**src/sv/tkd_pkg.sv**
```systemverilog
// Shared types and constants for the terminal key decoder.
// Used by the front parser, the key queue, the back cursor unit and the top level.
`timescale 1ns / 1ps

package tkd_pkg;

  localparam int COORD_W = 10;
  localparam int BYTE_W  = 8;
  localparam int CFG_IDX_W = 2;

  // configuration register indexes
  localparam logic [CFG_IDX_W-1:0] CFG_SCREEN_ROWS = 2'd0;
  localparam logic [CFG_IDX_W-1:0] CFG_SCREEN_COLS = 2'd1;

  localparam logic [COORD_W-1:0] ROWS_RESET = 10'd24;
  localparam logic [COORD_W-1:0] COLS_RESET = 10'd80;

  // bytes seen on the terminal line
  localparam logic [BYTE_W-1:0] CH_ESC      = 8'h1b;
  localparam logic [BYTE_W-1:0] CH_LBRACKET = 8'h5b;
  localparam logic [BYTE_W-1:0] CH_TILDE    = 8'h7e;
  localparam logic [BYTE_W-1:0] CH_O        = 8'h4f;
  localparam logic [BYTE_W-1:0] CTRL_MASK   = 8'h1f;
  localparam logic [BYTE_W-1:0] CH_Q        = 8'h71;
  localparam logic [BYTE_W-1:0] QUIT_BYTE   = CH_Q & CTRL_MASK;

  localparam logic [BYTE_W-1:0] CH_UA = 8'h41;  // 'A'
  localparam logic [BYTE_W-1:0] CH_UB = 8'h42;  // 'B'
  localparam logic [BYTE_W-1:0] CH_UC = 8'h43;  // 'C'
  localparam logic [BYTE_W-1:0] CH_UD = 8'h44;  // 'D'
  localparam logic [BYTE_W-1:0] CH_UF = 8'h46;  // 'F'
  localparam logic [BYTE_W-1:0] CH_UH = 8'h48;  // 'H'

  localparam logic [BYTE_W-1:0] CH_D0 = 8'h30;  // '0'
  localparam logic [BYTE_W-1:0] CH_D1 = 8'h31;
  localparam logic [BYTE_W-1:0] CH_D3 = 8'h33;
  localparam logic [BYTE_W-1:0] CH_D4 = 8'h34;
  localparam logic [BYTE_W-1:0] CH_D5 = 8'h35;
  localparam logic [BYTE_W-1:0] CH_D6 = 8'h36;
  localparam logic [BYTE_W-1:0] CH_D7 = 8'h37;
  localparam logic [BYTE_W-1:0] CH_D8 = 8'h38;
  localparam logic [BYTE_W-1:0] CH_D9 = 8'h39;

  typedef enum logic [3:0] {
    KEY_PLAIN = 4'd0,
    KEY_LEFT  = 4'd1,
    KEY_RIGHT = 4'd2,
    KEY_UP    = 4'd3,
    KEY_DOWN  = 4'd4,
    KEY_PGUP  = 4'd5,
    KEY_PGDN  = 4'd6,
    KEY_HOME  = 4'd7,
    KEY_END   = 4'd8,
    KEY_DEL   = 4'd9
  } key_code_t;

  // one decoded key, as it travels from parser to cursor unit
  typedef struct packed {
    key_code_t         key_code;
    logic [BYTE_W-1:0] key_byte;
    logic              quit;
  } key_ev_t;

  typedef struct packed {
    logic full;
    logic empty;
  } q_status_t;

endpackage

```
**src/sv/tkd_front.sv**
```systemverilog
// Front parser: accepts input beats and turns escape sequences and plain bytes into key events.
// Depends on tkd_pkg for byte constants and the key event type.
`timescale 1ns / 1ps

module tkd_front (
  input  logic                     clk,
  input  logic                     rst_n,
  input  logic                     accept,
  input  logic                     mode,
  input  logic [tkd_pkg::BYTE_W-1:0] data_byte,
  output logic                     push,
  output tkd_pkg::key_ev_t         push_ev
);

  typedef enum logic [2:0] {
    PH_IDLE,
    PH_ESC,
    PH_SKIP,
    PH_BRACKET,
    PH_O,
    PH_DIGIT
  } phase_t;

  phase_t                     phase_r, phase_nxt;
  logic [tkd_pkg::BYTE_W-1:0] digit_r, digit_nxt;

  tkd_pkg::key_code_t key;
  logic               emit;

  function automatic tkd_pkg::key_code_t bracket_letter(input logic [tkd_pkg::BYTE_W-1:0] b);
    tkd_pkg::key_code_t k;
    k = tkd_pkg::KEY_PLAIN;
    if (b == tkd_pkg::CH_UA) k = tkd_pkg::KEY_UP;
    else if (b == tkd_pkg::CH_UB) k = tkd_pkg::KEY_DOWN;
    else if (b == tkd_pkg::CH_UC) k = tkd_pkg::KEY_RIGHT;
    else if (b == tkd_pkg::CH_UD) k = tkd_pkg::KEY_LEFT;
    else if (b == tkd_pkg::CH_UH) k = tkd_pkg::KEY_HOME;
    else if (b == tkd_pkg::CH_UF) k = tkd_pkg::KEY_END;
    return k;
  endfunction

  function automatic tkd_pkg::key_code_t tilde_digit(input logic [tkd_pkg::BYTE_W-1:0] d);
    tkd_pkg::key_code_t k;
    k = tkd_pkg::KEY_PLAIN;
    if (d == tkd_pkg::CH_D1 || d == tkd_pkg::CH_D7) k = tkd_pkg::KEY_HOME;
    else if (d == tkd_pkg::CH_D3) k = tkd_pkg::KEY_DEL;
    else if (d == tkd_pkg::CH_D4 || d == tkd_pkg::CH_D8) k = tkd_pkg::KEY_END;
    else if (d == tkd_pkg::CH_D5) k = tkd_pkg::KEY_PGUP;
    else if (d == tkd_pkg::CH_D6) k = tkd_pkg::KEY_PGDN;
    return k;
  endfunction

  always_comb begin
    phase_nxt = phase_r;
    digit_nxt = digit_r;
    emit      = 1'b0;
    key       = tkd_pkg::KEY_PLAIN;
    push_ev.key_byte = tkd_pkg::CH_ESC;

    if (mode) begin
      // timeout: flush a pending escape as a plain ESC
      if (phase_r != PH_IDLE) emit = 1'b1;
    end else begin
      unique case (phase_r)
        PH_ESC: begin
          if (data_byte == tkd_pkg::CH_LBRACKET) phase_nxt = PH_BRACKET;
          else if (data_byte == tkd_pkg::CH_O) phase_nxt = PH_O;
          else phase_nxt = PH_SKIP;
        end
        PH_SKIP: begin
          emit = 1'b1;
        end
        PH_BRACKET: begin
          if (data_byte >= tkd_pkg::CH_D0 && data_byte <= tkd_pkg::CH_D9) begin
            digit_nxt = data_byte;
            phase_nxt = PH_DIGIT;
          end else begin
            emit = 1'b1;
            key  = bracket_letter(data_byte);
          end
        end
        PH_O: begin
          emit = 1'b1;
          if (data_byte == tkd_pkg::CH_UH) key = tkd_pkg::KEY_HOME;
          else if (data_byte == tkd_pkg::CH_UF) key = tkd_pkg::KEY_END;
        end
        PH_DIGIT: begin
          emit = 1'b1;
          if (data_byte == tkd_pkg::CH_TILDE) key = tilde_digit(digit_r);
        end
        default: begin
          if (data_byte == tkd_pkg::CH_ESC) begin
            phase_nxt = PH_ESC;
          end else begin
            emit = 1'b1;
            push_ev.key_byte = data_byte;
          end
        end
      endcase
    end

    if (emit) phase_nxt = PH_IDLE;
    if (key != tkd_pkg::KEY_PLAIN) push_ev.key_byte = '0;
    push_ev.key_code = key;
    push_ev.quit     = (key == tkd_pkg::KEY_PLAIN) && (push_ev.key_byte == tkd_pkg::QUIT_BYTE);
  end

  assign push = accept && emit;

  always_ff @(posedge clk) begin
    if (!rst_n) begin
      phase_r <= PH_IDLE;
      digit_r <= '0;
    end else if (accept) begin
      phase_r <= phase_nxt;
      digit_r <= digit_nxt;
    end
  end

endmodule

```
**src/sv/tkd_queue.sv**
```systemverilog
// Short key-event queue between the front parser and the back cursor unit.
// Depends on tkd_pkg for the key event and status types.
`timescale 1ns / 1ps

module tkd_queue #(
  parameter int DEPTH = 4
) (
  input  logic                clk,
  input  logic                rst_n,
  input  logic                push,
  input  tkd_pkg::key_ev_t    push_ev,
  input  logic                pop,
  output tkd_pkg::key_ev_t    pop_ev,
  output tkd_pkg::q_status_t  status
);

  localparam int PTR_W = (DEPTH > 1) ? $clog2(DEPTH) : 1;
  localparam int CNT_W = $clog2(DEPTH + 1);
  localparam logic [PTR_W-1:0] LAST = PTR_W'(DEPTH - 1);
  localparam logic [CNT_W-1:0] FULL_CNT = CNT_W'(DEPTH);

  tkd_pkg::key_ev_t  mem_r [DEPTH];
  logic [PTR_W-1:0]  wr_ptr_r, wr_ptr_nxt;
  logic [PTR_W-1:0]  rd_ptr_r, rd_ptr_nxt;
  logic [CNT_W-1:0]  count_r, count_nxt;

  assign status.full  = (count_r == FULL_CNT);
  assign status.empty = (count_r == '0);
  assign pop_ev       = mem_r[rd_ptr_r];

  always_comb begin
    wr_ptr_nxt = wr_ptr_r;
    rd_ptr_nxt = rd_ptr_r;
    count_nxt  = count_r;
    if (push) wr_ptr_nxt = (wr_ptr_r == LAST) ? '0 : wr_ptr_r + 1'b1;
    if (pop)  rd_ptr_nxt = (rd_ptr_r == LAST) ? '0 : rd_ptr_r + 1'b1;
    if (push && !pop) count_nxt = count_r + 1'b1;
    else if (pop && !push) count_nxt = count_r - 1'b1;
  end

  always_ff @(posedge clk) begin
    if (!rst_n) begin
      wr_ptr_r <= '0;
      rd_ptr_r <= '0;
      count_r  <= '0;
    end else begin
      wr_ptr_r <= wr_ptr_nxt;
      rd_ptr_r <= rd_ptr_nxt;
      count_r  <= count_nxt;
    end
  end

  always_ff @(posedge clk) begin
    if (push) mem_r[wr_ptr_r] <= push_ev;
  end

  a_no_overflow: assert property (@(posedge clk) disable iff (!rst_n)
    push |-> !status.full || pop)
    else $error("key queue pushed while full");

  a_no_underflow: assert property (@(posedge clk) disable iff (!rst_n)
    pop |-> !status.empty)
    else $error("key queue popped while empty");

  a_count_bound: assert property (@(posedge clk) disable iff (!rst_n)
    count_r <= FULL_CNT)
    else $error("key queue count beyond depth");

  a_ptr_gap: assert property (@(posedge clk) disable iff (!rst_n)
    (status.empty || status.full) |-> (wr_ptr_r == rd_ptr_r))
    else $error("key queue pointers disagree with count");

endmodule

```
**src/sv/tkd_back.sv**
```systemverilog
// Back cursor unit: pops key events, applies cursor moves and holds the result register.
// Depends on tkd_pkg for the key event type and coordinate width.
`timescale 1ns / 1ps

module tkd_back (
  input  logic                         clk,
  input  logic                         rst_n,
  input  logic [tkd_pkg::COORD_W-1:0]  screen_rows,
  input  logic [tkd_pkg::COORD_W-1:0]  screen_cols,
  input  tkd_pkg::q_status_t           q_status,
  input  tkd_pkg::key_ev_t             pop_ev,
  output logic                         pop,
  input  logic                         out_stall,
  output logic                         out_valid,
  output tkd_pkg::key_ev_t             out_ev,
  output logic [tkd_pkg::COORD_W-1:0]  out_col,
  output logic [tkd_pkg::COORD_W-1:0]  out_row
);

  logic                        valid_r;
  tkd_pkg::key_ev_t            ev_r;
  logic [tkd_pkg::COORD_W-1:0] col_r, col_nxt;
  logic [tkd_pkg::COORD_W-1:0] row_r, row_nxt;

  // advance when the result register is empty or being taken
  assign pop = !q_status.empty && (!valid_r || !out_stall);

  always_comb begin
    col_nxt = col_r;
    row_nxt = row_r;
    unique case (pop_ev.key_code)
      tkd_pkg::KEY_LEFT:  if (col_r != '0) col_nxt = col_r - 1'b1;
      tkd_pkg::KEY_RIGHT: if (col_r < screen_cols) col_nxt = col_r + 1'b1;
      tkd_pkg::KEY_UP:    if (row_r != '0) row_nxt = row_r - 1'b1;
      tkd_pkg::KEY_DOWN:  if (row_r < screen_rows) row_nxt = row_r + 1'b1;
      tkd_pkg::KEY_HOME:  col_nxt = '0;
      tkd_pkg::KEY_END:   col_nxt = screen_cols;
      tkd_pkg::KEY_PGUP:  row_nxt = (row_r > screen_rows) ? row_r - screen_rows : '0;
      tkd_pkg::KEY_PGDN:  if (row_r < screen_rows) row_nxt = screen_rows;
      default: ;
    endcase
  end

  always_ff @(posedge clk) begin
    if (!rst_n) begin
      valid_r <= 1'b0;
      col_r   <= '0;
      row_r   <= '0;
    end else begin
      if (pop) begin
        valid_r <= 1'b1;
        col_r   <= col_nxt;
        row_r   <= row_nxt;
      end else if (!out_stall) begin
        valid_r <= 1'b0;
      end
    end
  end

  always_ff @(posedge clk) begin
    if (pop) ev_r <= pop_ev;
  end

  assign out_valid = valid_r;
  assign out_ev    = ev_r;
  assign out_col   = col_r;
  assign out_row   = row_r;

endmodule

```
**src/sv/terminal_key_decoder_cursor_top.sv**
```systemverilog
// Top level of the terminal key decoder with cursor tracking.
// Depends on tkd_pkg, tkd_front, tkd_queue and tkd_back.
//
// Usage: the input channel carries one terminal event per beat: in_mode 0 with a
// received byte in in_data_byte, or in_mode 1 for a read timeout. Beats move on
// valid high and stall low. Escape sequences (ESC [ letter, ESC [ digit ~,
// ESC O letter) come out as one key beat on the out_ channel; bytes that open or
// continue a sequence, and a timeout while idle, produce no beat. Each key beat
// carries the cursor column and row after that key is applied.
// The cfg_ channel writes screen_rows (index 0) and screen_cols (index 1); it is
// always ready and should only be written while the block is idle.
// Throughput: one input beat per cycle while in_stall is low. The front parser
// pushes events into a QUEUE_DEPTH-entry queue; the back unit pops one per cycle
// into the output register while that register is empty or being taken. When the
// receiver holds out_stall the queue fills and in_stall rises once it is full.
// Reset clears the parser, queue, cursor and output valid, and loads screen_rows = 24,
// screen_cols = 80.
`timescale 1ns / 1ps

module terminal_key_decoder_cursor_top #(
  parameter int QUEUE_DEPTH = 4
) (
  input  logic                            clk,
  input  logic                            rst_n,
  input  logic                            in_valid,
  output logic                            in_stall,
  input  logic                            in_mode,
  input  logic [tkd_pkg::BYTE_W-1:0]      in_data_byte,
  output logic                            out_valid,
  input  logic                            out_stall,
  output logic [3:0]                      out_key_code,
  output logic [tkd_pkg::BYTE_W-1:0]      out_key_byte,
  output logic                            out_quit,
  output logic [tkd_pkg::COORD_W-1:0]     out_cursor_col,
  output logic [tkd_pkg::COORD_W-1:0]     out_cursor_row,
  input  logic                            cfg_valid,
  output logic                            cfg_ready,
  input  logic [tkd_pkg::CFG_IDX_W-1:0]   cfg_index,
  input  logic [tkd_pkg::COORD_W-1:0]     cfg_data
);

  logic [tkd_pkg::COORD_W-1:0] rows_r, cols_r;
  logic                        accept;
  logic                        push, pop;
  tkd_pkg::key_ev_t            push_ev, pop_ev, out_ev;
  tkd_pkg::q_status_t          q_status;

  assign cfg_ready = 1'b1;

  always_ff @(posedge clk) begin
    if (!rst_n) begin
      rows_r <= tkd_pkg::ROWS_RESET;
      cols_r <= tkd_pkg::COLS_RESET;
    end else if (cfg_valid && cfg_ready) begin
      if (cfg_index == tkd_pkg::CFG_SCREEN_ROWS) rows_r <= cfg_data;
      else if (cfg_index == tkd_pkg::CFG_SCREEN_COLS) cols_r <= cfg_data;
    end
  end

  assign in_stall = q_status.full;
  assign accept   = in_valid && !in_stall;

  tkd_front u_front (
    .clk       (clk),
    .rst_n     (rst_n),
    .accept    (accept),
    .mode      (in_mode),
    .data_byte (in_data_byte),
    .push      (push),
    .push_ev   (push_ev)
  );

  tkd_queue #(
    .DEPTH (QUEUE_DEPTH)
  ) u_queue (
    .clk     (clk),
    .rst_n   (rst_n),
    .push    (push),
    .push_ev (push_ev),
    .pop     (pop),
    .pop_ev  (pop_ev),
    .status  (q_status)
  );

  tkd_back u_back (
    .clk         (clk),
    .rst_n       (rst_n),
    .screen_rows (rows_r),
    .screen_cols (cols_r),
    .q_status    (q_status),
    .pop_ev      (pop_ev),
    .pop         (pop),
    .out_stall   (out_stall),
    .out_valid   (out_valid),
    .out_ev      (out_ev),
    .out_col     (out_cursor_col),
    .out_row     (out_cursor_row)
  );

  assign out_key_code = out_ev.key_code;
  assign out_key_byte = out_ev.key_byte;
  assign out_quit     = out_ev.quit;

endmodule
```
**config.mk**
```make
export PLATFORM = sky130hd
export DESIGN_NAME = terminal_key_decoder_cursor_top
export DESIGN_NICKNAME = d
export VERILOG_FILES = /design/src/sv/tkd_pkg.sv /design/src/sv/tkd_front.sv /design/src/sv/tkd_queue.sv /design/src/sv/tkd_back.sv /design/src/sv/terminal_key_decoder_cursor_top.sv
export SDC_FILE = /design/constraint.sdc
export NUM_CORES = 1
export LEC_CHECK = 0
export BUFFER_PORTS_ARGS = -buffer_cell sky130_fd_sc_hd__buf_2
export CORE_AREA = 8 8 161 117
export DETAILED_ROUTE_END_ITERATION = 10
export DIE_AREA = 0 0 169 125
export GPL_TIMING_DRIVEN = 0
export MAX_ROUTING_LAYER = met4
export PLACE_DENSITY = 0.66
export SKIP_LAST_GASP = 1
export SYNTH_ARGS = -nofsm -noshare
export SYNTH_HDL_FRONTEND = slang
export SYNTH_SLANG_ARGS = --single-unit
export TNS_END_PERCENT = 5
```
**constraint.sdc**
```tcl
create_clock -name clk -period 4.9 [get_ports clk]
set_input_delay 0.49 -clock clk [delete_from_list [all_inputs] [get_ports clk]]
set_output_delay 0.49 -clock clk [all_outputs]
set_load 0.01 [all_outputs]
```
* Word level (Yosys, flattened, before mapping) *
Memories as Yosys holds them, arrays and structs flattened. A register that Yosys moved wholly into a read port is not among the register bits.
Cells that the tools add are included.

cells by class
  $add $sub $neg = 9
  order comparisons = 5
  equal/unequal tests = 44
  multiplexer cells = 49
  bitwise logic cells = 2
  reduce and logical (&&, ||, !) cells = 35

operators with widths
  operator                                                                           count
  10-bit case mux with 4 select lines                                                2
  8-bit by 7-bit == test with 1-bit output (second input constant)                   9
  10-bit 2-to-1 mux                                                                  6
  8-bit by 6-bit == test with 1-bit output (second input constant)                   7
  4-bit 2-to-1 mux                                                                   13
  8-bit 2-to-1 mux                                                                   4
  3-bit 2-to-1 mux                                                                   9
  10-bit by 1-bit adder with 10-bit output (second input constant)                   2
  10-bit < comparator                                                                2
  10-bit nonzero test                                                                2
  10-bit by 1-bit subtractor with 10-bit output (second input constant)              2
  4-bit by 3-bit == test with 1-bit output (second input constant)                   4
  8-bit by 5-bit == test with 1-bit output (second input constant)                   2
  2-bit by 1-bit inequality test with 1-bit output (second input constant)           8
  4-bit nonzero test                                                                 4
  4-bit case mux with 3 select lines                                                 1
  10-bit > comparator                                                                1
  5-bit AND reduction                                                                2
  10-bit subtractor                                                                  1
  3-bit == test (second input constant)                                              3
  3-bit case mux with 3 select lines                                                 1
  4-bit by 2-bit == test with 1-bit output (second input constant)                   2
  8-bit by 6-bit >= comparator with 1-bit output (second input constant)             1
  8-bit by 6-bit less-or-equal comparator with 1-bit output (second input constant)  1
  other kinds (27)                                                                   55

word-level totals
  register bits = 72
  RAM bits = 52
  input port bits = 26
  logic and storage cells = 158
  memories kept = 1

memories
  name           depth  width  rd ports  clocked after Yosys merged registers in  wr ports  line             RTL
  u_queue.mem_r  4      13     1         1                                        1         tkd_queue.sv:22  tkd_pkg::key_ev_t mem_r [DEPTH];

* Logic depth before layout (Yosys ltp) *
Gate-level depths: netlist of the first run.

  word-level depth = 14
  gate-level depth with buffers = 12
  gate-level depth less buffers = 11

* By module *
From an unflattened synthesis of the first run, not the netlist that was laid out.

second synthesis, totals
  cell total of the unflattened synthesis = 688
  area, all modules = 7289.5 um^2

modules (own cells, without submodules)
  module                           instances  cells each  area an instance (um^2)  seq. area each (um^2)
  tkd_back                         1          343         3034.2                   810.8
  tkd_queue                        1          111         2339.7                   1741.7
  tkd_front                        1          151         1104.8                   220.2
  terminal_key_decoder_cursor_top  1          83          810.8                    400.4

* Worst setup path after synthesis of the first run *
Ideal clock, no wire load.

  path type = flip-flop to flip-flop
  start point = register (tool-made name)
  end point = register u_back.row_r (netlist bit u_back.out_row[8])
  library setup time = 130 ps
  arrival = 3307 ps
  data required time = 4770 ps
  path slack = 1463 ps
  stages on the path, launching flop included = 13
  buffers on the path = 2
  clock period less this slack = 3437 ps
  cell sequence = dfxtp_1 buf_6 mux4_2 buf_4 nor2_1 nand2_1 fa_1 a21o_1 a211o_1 a2111o_1 a21o_1 nand3_1 a31oi_2

RTL lines
  what                  line            RTL
  to (signal assigned)  tkd_back.sv:53  row_r <= row_nxt;
  to (decl)             tkd_back.sv:23  logic [tkd_pkg::COORD_W-1:0] row_r, row_nxt;

==> results.yml, run 1 <==
status:
  outcome: "completed"
final_layout:
  layout-drive-gt1-share_pct: 15.9
  seqCellArea_sq_um: 3170
  mostFrequentLayoutCells: "65 x edfxtp_1, 64 x buf_2, 61 x nor2_1, 61 x dfxtp_1, 60 x nand2_1"
  layout_commonest_cell: "edfxtp_1"
  multi_input_area_sq_um: 3780
  diodes: 0
  syn2layout_area_growth_pct: 15.9
  num-nets-final: 850
  fillers: 1555
flow_run:
  maxCapViolations: 0
clock_tree:
  cts_setup_buffers: 0
  htree_num_levels: 4
  clk_latency_ns: 0.42
  cts-root-buf: "clkbuf_16"
  clk_pin_slew_ns: 0.06
  clock_path_buffers: 2
  cts_tree: "done"
  clock_sinks: 126
  cts_hold_buffers: 0
  cts-resized-gates: 0
  cts_buffers: 17
critical_path:
  cp_slowest_cell: "mux4_2"
  crit_chain: "buf_6 > mux4_2 > buf_4 > nor2_1 > nand2_1 > fa_1 > a21o_1 > a211o_1 > a2111o_1 > a21o_1 > nand3_1 > a31oi_2"
  r2r_slack_ns: 1.03
  cp_max_fo: 10
  critPathLaunchType: "register"
  endpoint_kind: "register"
  cp.required_ns: 5.19
  crit_arrival_ns: 4.16
  max_stage_delay_ns: 0.56
  cp_common_cell: "a21o_1"
  criticalPathCategory: "register to register"
placed_design:
  gp_congestion: 0.922
  detailed_place_hpwl_um: 13300
  port_buffers: 57
synth:
  yosys_warnings: 0
  synth.distinct_cells: 77
  synth_seq_cells: 126
  synth_async_sr_flop_share_pct: 0
  seq_area_frac_synth_pct: 44.0
  synth_edf_count: 65
  synth_top_flop_cell: "edfxtp_1"
  syn_nets: 774
  synth.avg_cell_area_sq_um: 10.3
  synth_area_sq_um: 7220
  syn_inst: 703
global_route:
  grt_start_max_net_pins: 17
  grt_antenna_before_repair: 0
  grt-ovfl-total: 0
  grt_pass1_vias: 5439
  grt_first_pass_wirelength_um: 29200
  track_usage_pct: 17.8
floorplanning:
  ioPinCount: 62
  rows: 40
  fp.dieArea_sq_um: 21100
  die_h_um: 125
  die_w_um: 169
  initial_core_util_pct: 43.4
  core_sq_um: 16600
power_and_ir_drop:
  p_per_area_nw_per_um2: 616
  ir_drop_mv: 0.256
  p_leak_nw: 3.32
routing:
  drt-vias-per-instance: 5.62
  wl_per_cell_um: 17.5
  drcViolationCount: 0
  dr.pass1.iters: 5
  num_vias: 5746
  dr.first_iter.drc_count: 520
  drt_wl_total_um: 17900
  drtAntennaViolNets: 0
sta:
  fin_crit_ns: 3.87
  finalCritPeriodShare_pct: 78.9
  rsz0062_at_grt: "no"
  finalSetupViolations: 0
  hold_viol: 0
  holdWs_ns: 0.326
  drv_slew: 0
  tightestPinTransition_ns: 1.05
  slew_headroom_pct: 29.5
  max_freq_mhz: 259
  fin_worst_skew_ns: 0.00961
  setup_tns_ns: 0
worst_hold_path:
  hold_path.class: "primary input to register"
kinds of logic after synthesis:
| kind of cell | Yosys count | synth area share, % |
|---|---|---|
| and+or+nand+nor | 235 | 17.2 |
| DFF | 126 | 44.0 |
| muxes | 41 | 8.15 |
| AOI/OAI and AO/OA | 170 | 16.0 |
| adders and majority gates | 45 | 8.21 |
| buffers and inverters | 63 | 3.76 |
| xor gates and xnor gates | 22 | 2.67 |
| other | 1 | 0.0519 |
area by class of cell:
type | count | area share (%)
clock buffer | 18 | 5.13
multi-input combinational | 514 | 45.2
sequential | 126 | 37.9
timing repair buffer | 57 | 3.41
buffer | 28 | 1.67
inverter | 35 | 1.57
tap | 231 | 3.45
clock inverter | 14 | 1.69
stage by stage:
step                power [mW]  std cells  setup WS, ns  util, %  instance area [sq um]
floorplan                 3.33        703          1.46        -                   7220
global placement          3.92        991          1.01     46.9                   7790
detailed placement        3.93        991          1.01     46.9                   7800
CTS                       5.16       1023         0.996     50.4                   8370
global route              5.51       1023         0.739     50.4                   8370
finish                    5.16       1023          1.03     50.4                   8370
critical path, delay by kind of cell, from the launching register on:
kind	cells	cell delay, ns
compound gates	5	1.20
simple gates	3	0.59
mux	1	0.56
fa+ha+maj	1	0.52
flops	1	0.45
buf+inv	2	0.43
report_power, final:
part / internal, mW / switching [mW] / total, mW
logic: 1.09 / 1.38 / 2.47
clock network: 0.746 / 0.468 / 1.21
registers: 1.31 / 0.163 / 1.47
synthesized netlist by cell type (4+ instances only):
cell type	count	area share [%]
o31ai_1	6	0.62
buf_2	7	0.49
nor3b_1	9	0.94
ha_1	41	7.1
nand2_1	60	3.1
or2_2	4	0.35
nand4b_1	4	0.49
dfxtp_1	61	17
a21oi_1	40	2.8
a21o_1	13	1.4
fa_1	4	1.1
o21ai_0	36	2.5
o21a_1	11	1.1
xor2_1	10	1.2
a31oi_1	7	0.61
nand3_1	14	0.97
nor3_1	11	0.76
or3_1	9	0.78
inv_1	34	1.8
mux4_1	4	1.5
nor2b_1	6	0.52
a41oi_1	4	0.49
edfxtp_1	65	27
nor2_1	61	3.2
nand2b_1	6	0.52
mux2i_1	28	3.9
and2_1	9	0.78
nor4_1	6	0.52
a21boi_0	5	0.52
mux4_2	9	2.8
o211ai_1	11	1.1
nand3b_1	8	0.83
nand4_1	5	0.43
clkbuf_1	15	0.78
xnor2_1	12	1.5
state kept, by name, summed over array words and instances (netlist names), named ones only:
register and count:
u_front.phase_r 3, u_back.out_valid 1, u_back.out_row 10, cols_r 10
u_queue.mem_r 52, rows_r 10, u_queue.wr_ptr_r 2, u_queue.rd_ptr_r 2
u_queue.count_r 3, u_back.out_ev 13, u_back.out_col 10, u_front.digit_r 8
path summary, 6_finish.rpt:
kind	to	start	depth (start not counted)
max reg2reg	u_back.out_row[8]	register	12
min	rows_r[1]	cfg_data[1]	3
min reg2reg	u_front.digit_r[4]	u_front.digit_r[4]	2
max	u_back.out_row[8]	register	12
per-layer routing:
layer  part of all wire (%)  wire length (um)  vias up  track usage (%)
met5                      0                 0        -                -
met4                   0.68               121        0             4.20
met3                    7.6              1360       10             4.06
met2                     42              7430      208             24.4
met1                     50              8960     2742             26.0
li1                       -                 -     2786                -
Note: power is estimated with default switching activity, not from simulation.
==> run 2, diff against run 1 <==
--- a/config.mk
+++ b/config.mk
@@ -11,7 +11,7 @@
 export DIE_AREA = 0 0 169 125
 export GPL_TIMING_DRIVEN = 0
 export MAX_ROUTING_LAYER = met4
-export PLACE_DENSITY = 0.66
+export PLACE_DENSITY = 0.69
 export SKIP_LAST_GASP = 1
 export SYNTH_ARGS = -nofsm -noshare
 export SYNTH_HDL_FRONTEND = slang
==> constraint.sdc (replaced) <==
create_clock -name clk -period 3.35 [get_ports clk]
set_input_delay 0.335 -clock clk [delete_from_list [all_inputs] [get_ports clk]]
set_output_delay 0.335 -clock clk [all_outputs]
set_load 0.01 [all_outputs]
==> results.yml, run 2 (same netlist as run 1, synthesis figures left out) <==
clock_tree:
  clk_pin_slew_ns: 0.06
  clock_sinks: 126
  clock_path_buffers: 2
  cts-root-buf: "clkbuf_16"
  cts_tree: "done"
  clk_latency_ns: 0.41
  cts_hold_buffers: 0
  cts_buffers: 17
  htree_num_levels: 4
final_layout:
  layout_commonest_cell: "edfxtp_1"
  final_util_pct: 51.7
  largest_reg_flops: 52
  num-nets-final: 864
  diodes: 0
  mostFrequentLayoutCells: "65 x edfxtp_1, 61 x buf_2, 60 x nor2_1, 60 x dfxtp_1, 59 x nand2_1"
  fin_area_sq_um: 8600
  syn2layout_area_growth_pct: 19.1
  layout-drive-gt1-share_pct: 19.3
  regMostFlops: "u_queue.mem_r"
critical_path:
  critical_path.top_delay_family: "compound AO/OA/AOI/OAI gates"
  crit_arrival_ns: 3.57
  endpoint_kind: "register"
  r2r-end: "u_back.out_col[9]"
  critPathLaunchType: "register"
  crit_chain: "buf_12 > mux4_2 > buf_8 > nor4b_4 > inv_2 > buf_6 > ha_4 > nand3_1 > o2111ai_2 > nand4_1 > a21o_1 > a32oi_1 > a21oi_1"
  critical_path_buf_inv_count: 4
  r2r_cells: 13
  cp_slowest_cell: "mux4_2"
  criticalPathCategory: "register to register"
  cp.required_ns: 3.63
  max_stage_delay_ns: 0.53
  cp_max_fo: 9
  r2r_slack_ns: 0.06
global_route:
  grt_start_max_net_pins: 17
  grt_pass1_vias: 5322
  track_usage_pct: 18.2
  grt-ovfl-total: 0
  grt_antenna_before_repair: 0
  grt_first_pass_wirelength_um: 29600
power_and_ir_drop:
  p_leak_nw: 3.41
  ir_drop_mv: 0.410
  p_per_area_nw_per_um2: 911
sta:
  finalCritPeriodShare_pct: 98.2
  fin_crit_ns: 3.29
  hold_viol: 0
  fin_worst_skew_ns: 0.00854
  rsz0062_at_grt: "yes"
  max_freq_mhz: 304
  tightestPinTransition_ns: 1.02
  drv_slew: 0
  finalSetupViolations: 0
  slew_headroom_pct: 31.4
routing:
  drt_wl_total_um: 18800
  wl_per_cell_um: 18.2
  dr.first_iter.drc_count: 628
  drt-vias-per-instance: 5.65
  dr.pass1.iters: 6
  drtAntennaViolNets: 0
  num_vias: 5853
  drcViolationCount: 0
floorplanning:
  die_w_um: 169
  die_h_um: 125
  core_sq_um: 16600
  fp.dieArea_sq_um: 21100
  ioPinCount: 62
  initial_core_util_pct: 43.4
  rows: 40
worst_hold_path:
  hold_start: "out_stall"
  hold_end: "u_back.out_valid"
  hold_path.class: "primary input to register"
  hold_depth: 3
placed_design:
  gp_congestion: 0.908
  port_buffers: 57
  place_area_sq_um: 7800
  detailed_place_hpwl_um: 13200
status:
  outcome: "completed"
flow_run:
  maxCapViolations: 0
==> run 2: changes by cell type in the layout (fill, tap and decap cells not counted), sizes merged <==
cell      change
clkinvlp      -1
bufinv        -1
buf          +13
clkbuf        +7
clkinv        -3
inv           -2
==> run 2: worst register-to-register path, delay by kind of cell (launching register included) <==
| family | cells | cell delay, ns |
|---|---|---|
| adder cells (fa/ha/maj) | 1 | 0.30 |
| flip-flops | 1 | 0.39 |
| multiplexers | 1 | 0.53 |
| AO/OA/AOI/OAI | 4 | 0.71 |
| AND/OR/NAND/NOR | 3 | 0.59 |
| buffers and inverters | 4 | 0.64 |
==> run 2: power by group <==
part           leakage [nW]  internal [mW]  switching [mW]  total, mW
clock network         0.275           1.09           0.639       1.73
registers              1.11           1.92           0.270       2.19
logic                  2.03           1.79            2.12       3.91
total                  3.41           4.81            3.03       7.83
==> run 2: final cells by class <==
type | instances | area [sq um]
plain buffers | 27 | 164
clock buffers | 24 | 493
clock inverters | 7 | 62.6
fillers | 1511 | 8020
inverters | 35 | 131
multi-input cells | 514 | 3880
flip-flops and latches | 126 | 3180
well taps | 231 | 289
repair buffers | 72 | 402
==> run 2: repair_timing <==
action	CTS	global route
gates resized for setup	22	8
setup endpoints to repair	10	11
pin swaps	4	6
buffers inserted	8	7
==> run 2: per-layer routing <==
layer	GRT usage (%)	wire length [um]	vias to the layer above
met5	-	0	-
met4	4.67	211	0
met3	4.87	1490	22
met2	23.3	7630	253
met1	27.3	9480	2770
li1	-	-	2808
==> run 2: how the worst max path moves through the flow <==
stage / from / endpoint / slack, ns / cells after the start
6_report: register / u_back.out_col[9] / 0.06 / 13
5_1_grt: register / u_back.out_row[8] / -0.05 / 11
4_1_cts: register / u_back.out_row[8] / 0.04 / 11
3_5_place_dp: register / u_back.out_col[8] / -0.43 / 12
3_3_place_gp: register / u_back.out_col[8] / -0.42 / 12
2_1_floorplan: register / u_back.out_col[8] / 0.01 / 12
==> run 2: per-stage QoR <==
step | power (mW) | std cells | setup TNS (ns) | hold slack (ns) | setup slack, ns
5_1_grt | 8.34 | 1036 | -0.225 | 0.187 | -0.0525
3_3_place_gp | 5.75 | 991 | -2.14 | 0.450 | -0.425
3_5_place_dp | 5.79 | 991 | -2.20 | 0.463 | -0.432
4_1_cts | 7.70 | 1030 | 0 | 0.165 | 0.0353
6_report | 7.83 | 1036 | 0 | 0.178 | 0.0600
2_1_floorplan | 4.88 | 703 | 0 | 0.433 | 0.0141
==> run 3, diff against run 2 <==
--- a/config.mk
+++ b/config.mk
@@ -5,13 +5,13 @@
 export SDC_FILE = /design/constraint.sdc
 export NUM_CORES = 1
 export LEC_CHECK = 0
+export ABC_AREA = 1
 export BUFFER_PORTS_ARGS = -buffer_cell sky130_fd_sc_hd__buf_2
-export CORE_AREA = 8 8 161 117
+export CORE_AREA = 8 8 166 121
 export DETAILED_ROUTE_END_ITERATION = 10
-export DIE_AREA = 0 0 169 125
-export GPL_TIMING_DRIVEN = 0
+export DIE_AREA = 0 0 174 129
 export MAX_ROUTING_LAYER = met4
-export PLACE_DENSITY = 0.69
+export PLACE_DENSITY = 0.68
 export SKIP_LAST_GASP = 1
 export SYNTH_ARGS = -nofsm -noshare
 export SYNTH_HDL_FRONTEND = slang
==> results.yml, run 3 <==
final_layout:
  multi_input_area_sq_um: 3870
  layout-drive-gt1-share_pct: 12.4
  diodes: 0
  layout_commonest_cell: "nand2_1"
  fin_area_sq_um: 8780
  syn2layout_area_growth_pct: 14.2
  num-nets-final: 1162
  regMostFlops: "u_queue.mem_r"
  final_util_pct: 50.0
  fillers: 1732
  mostFrequentLayoutCells: "254 x nand2_1, 151 x nor2_1, 130 x inv_1"
  fin_cells: 1340
  largest_reg_flops: 52
  seqCellArea_sq_um: 3170
sta:
  setup_tns_ns: 0
  hold_viol: 0
  finalCritPeriodShare_pct: 92.9
  tightestPinTransition_ns: 0.746
  drv_slew: 0
  finalSetupViolations: 0
  max_freq_mhz: 321
  fin_worst_skew_ns: 0.0106
  holdWs_ns: 0.158
  fin_ws_ns: 0.237
  rsz0062_at_grt: "no"
  slew_headroom_pct: 50.2
  fin_crit_ns: 3.11
floorplanning:
  ioPinCount: 62
  fp.dieArea_sq_um: 22400
  die_w_um: 174
  initial_core_util_pct: 43.8
  die_h_um: 129
  core_sq_um: 17500
  rows: 41
global_route:
  grt_start_max_net_pins: 31
  track_usage_pct: 17.6
  grt-ovfl-total: 0
  grt_pass1_vias: 6270
  grt_first_pass_wirelength_um: 31200
  grt_antenna_before_repair: 0
routing:
  dr.first_iter.drc_count: 657
  drtAntennaViolNets: 0
  num_vias: 6704
  wl_per_cell_um: 14.2
  drt-vias-per-instance: 5.00
  drt_wl_total_um: 19000
  drcViolationCount: 0
  dr.pass1.iters: 5
critical_path:
  r2r_slack_ns: 0.24
  cp.required_ns: 3.67
  crit_arrival_ns: 3.43
  r2r_cells: 15
  cp_max_fo: 17
  criticalPathCategory: "register to register"
  r2r-end: "u_back.out_col[5]"
  critPathLaunchType: "register"
  endpoint_kind: "register"
synth:
  synth_top_flop_cell: "edfxtp_1"
  synth_async_sr_flop_share_pct: 0
  synth_area_sq_um: 7690
  synthTopCellsByCount: "254 x nand2_1, 151 x nor2_1, 130 x inv_1"
  synth_most_common_cell: "nand2_1"
  synth_seq_cells: 126
  synth.largest_area_cell: "edfxtp_1"
  syn_inst: 1024
  synth.distinct_cells: 41
  synth_edf_count: 65
  synth.avg_cell_area_sq_um: 7.51
  seq_area_frac_synth_pct: 41.3
  netlist.area_leader.share_pct: 25.4
  yosys_warnings: 0
  synth_area_leaders: "edfxtp_1 25%, dfxtp_1 16%, nand2_1 12%"
  syn_nets: 1095
placed_design:
  gp_congestion: 0.942
  placed_cells: 1308
  detailed_place_hpwl_um: 14500
  place_area_sq_um: 8220
  place_ws_ns: 0.285
  port_buffers: 60
clock_tree:
  clock_path_buffers: 2
  clock_sinks: 126
  cts-root-buf: "clkbuf_16"
  clk_pin_slew_ns: 0.06
  clk_latency_ns: 0.42
  cts_buffers: 17
  cts_setup_buffers: 0
  htree_num_levels: 4
  cts_tree: "done"
status:
  outcome: "completed"
worst_hold_path:
  hold_depth: 3
  hold_end: "cols_r[6]"
  hold_start: "cfg_data[6]"
  hold_path.class: "primary input to register"
power_and_ir_drop:
  p_per_area_nw_per_um2: 962
  ir_drop_mv: 0.643
  power.total_mw: 8.44
  p_leak_nw: 4.15
flow_run:
  maxCapViolations: 0
## run 3: cell count changes in the layout (fill, tap and decap cells not counted), sizes merged, moves of 22 or more
cell,change
inv,+106
nand2,+213
nand3,+55
mux2i,-28
clkbuf,-22
nor2,+97
## run 3: logic make-up (layout without fill, tap and decap cells)
logic type      Yosys count  count (layout)  share of synthesized area, %
simple gates            542             542                          30.9
buf+inv                 155             235                          8.41
compound gates          141             141                          10.1
flops                   126             126                          41.3
fa+ha+maj                45              45                          7.71
xor+xnor                 14              14                          1.59
other cells               1               1                        0.0488
## run 3: repair_timing
| action | CTS | global route |
|---|---|---|
| endpoints found under the setup margin | 0 | 2 |
| endpoints found under the hold margin | 0 | 0 |
| resized for setup | 0 | 1 |
| hold buffers | 0 | 0 |
## run 3: how the worst max path moves through the flow
| stage | to | depth (start not counted) |
|---|---|---|
| global route | u_back.out_col[5] | 15 |
| detailed placement | u_back.out_col[5] | 17 |
| floorplan | u_back.out_row[5] | 18 |
| finish | u_back.out_col[5] | 15 |
| global placement | u_back.out_col[9] | 17 |
| CTS | u_back.out_col[5] | 17 |
## run 3: layer usage
layer	GRT usage [%]	vias to the layer above	wire [um]
li1	-	3492	-
met1	25.3	3020	9970
met2	24.5	178	7730
met3	4.36	14	1130
met4	3.81	0	147
met5	-	-	0
## run 3: critical path, cell delays in order (launching register included)
cell	delay, ns
dfxtp_1	0.61
inv_4	0.17
nand3_1	0.13
nand2_1	0.09
nor2_1	0.18
nand2_1	0.32
ha_1	0.51
nand2_1	0.10
nand3_1	0.19
nand2_1	0.10
nand2_1	0.07
nor2_1	0.03
o21ai_0	0.22
o21ai_0	0.13
nor2_1	0.10
nor2_1	0.06
## run 3: cell type report
class	count	area share, %
Multi-Input combinational cell	743	44.1
Sequential cell	126	36.2
Inverter	134	5.82
Clock buffer	18	4.89
Timing Repair Buffer	69	4.19
Tap cell	236	3.36
Clock inverter	14	1.50
## run 3: report_power, final
| group | switching [mW] | internal [mW] | total (mW) |
|---|---|---|---|
| Combinational | 2.86 | 1.56 | 4.42 |
| Sequential | 0.288 | 1.98 | 2.27 |
| Clock | 0.715 | 1.03 | 1.75 |
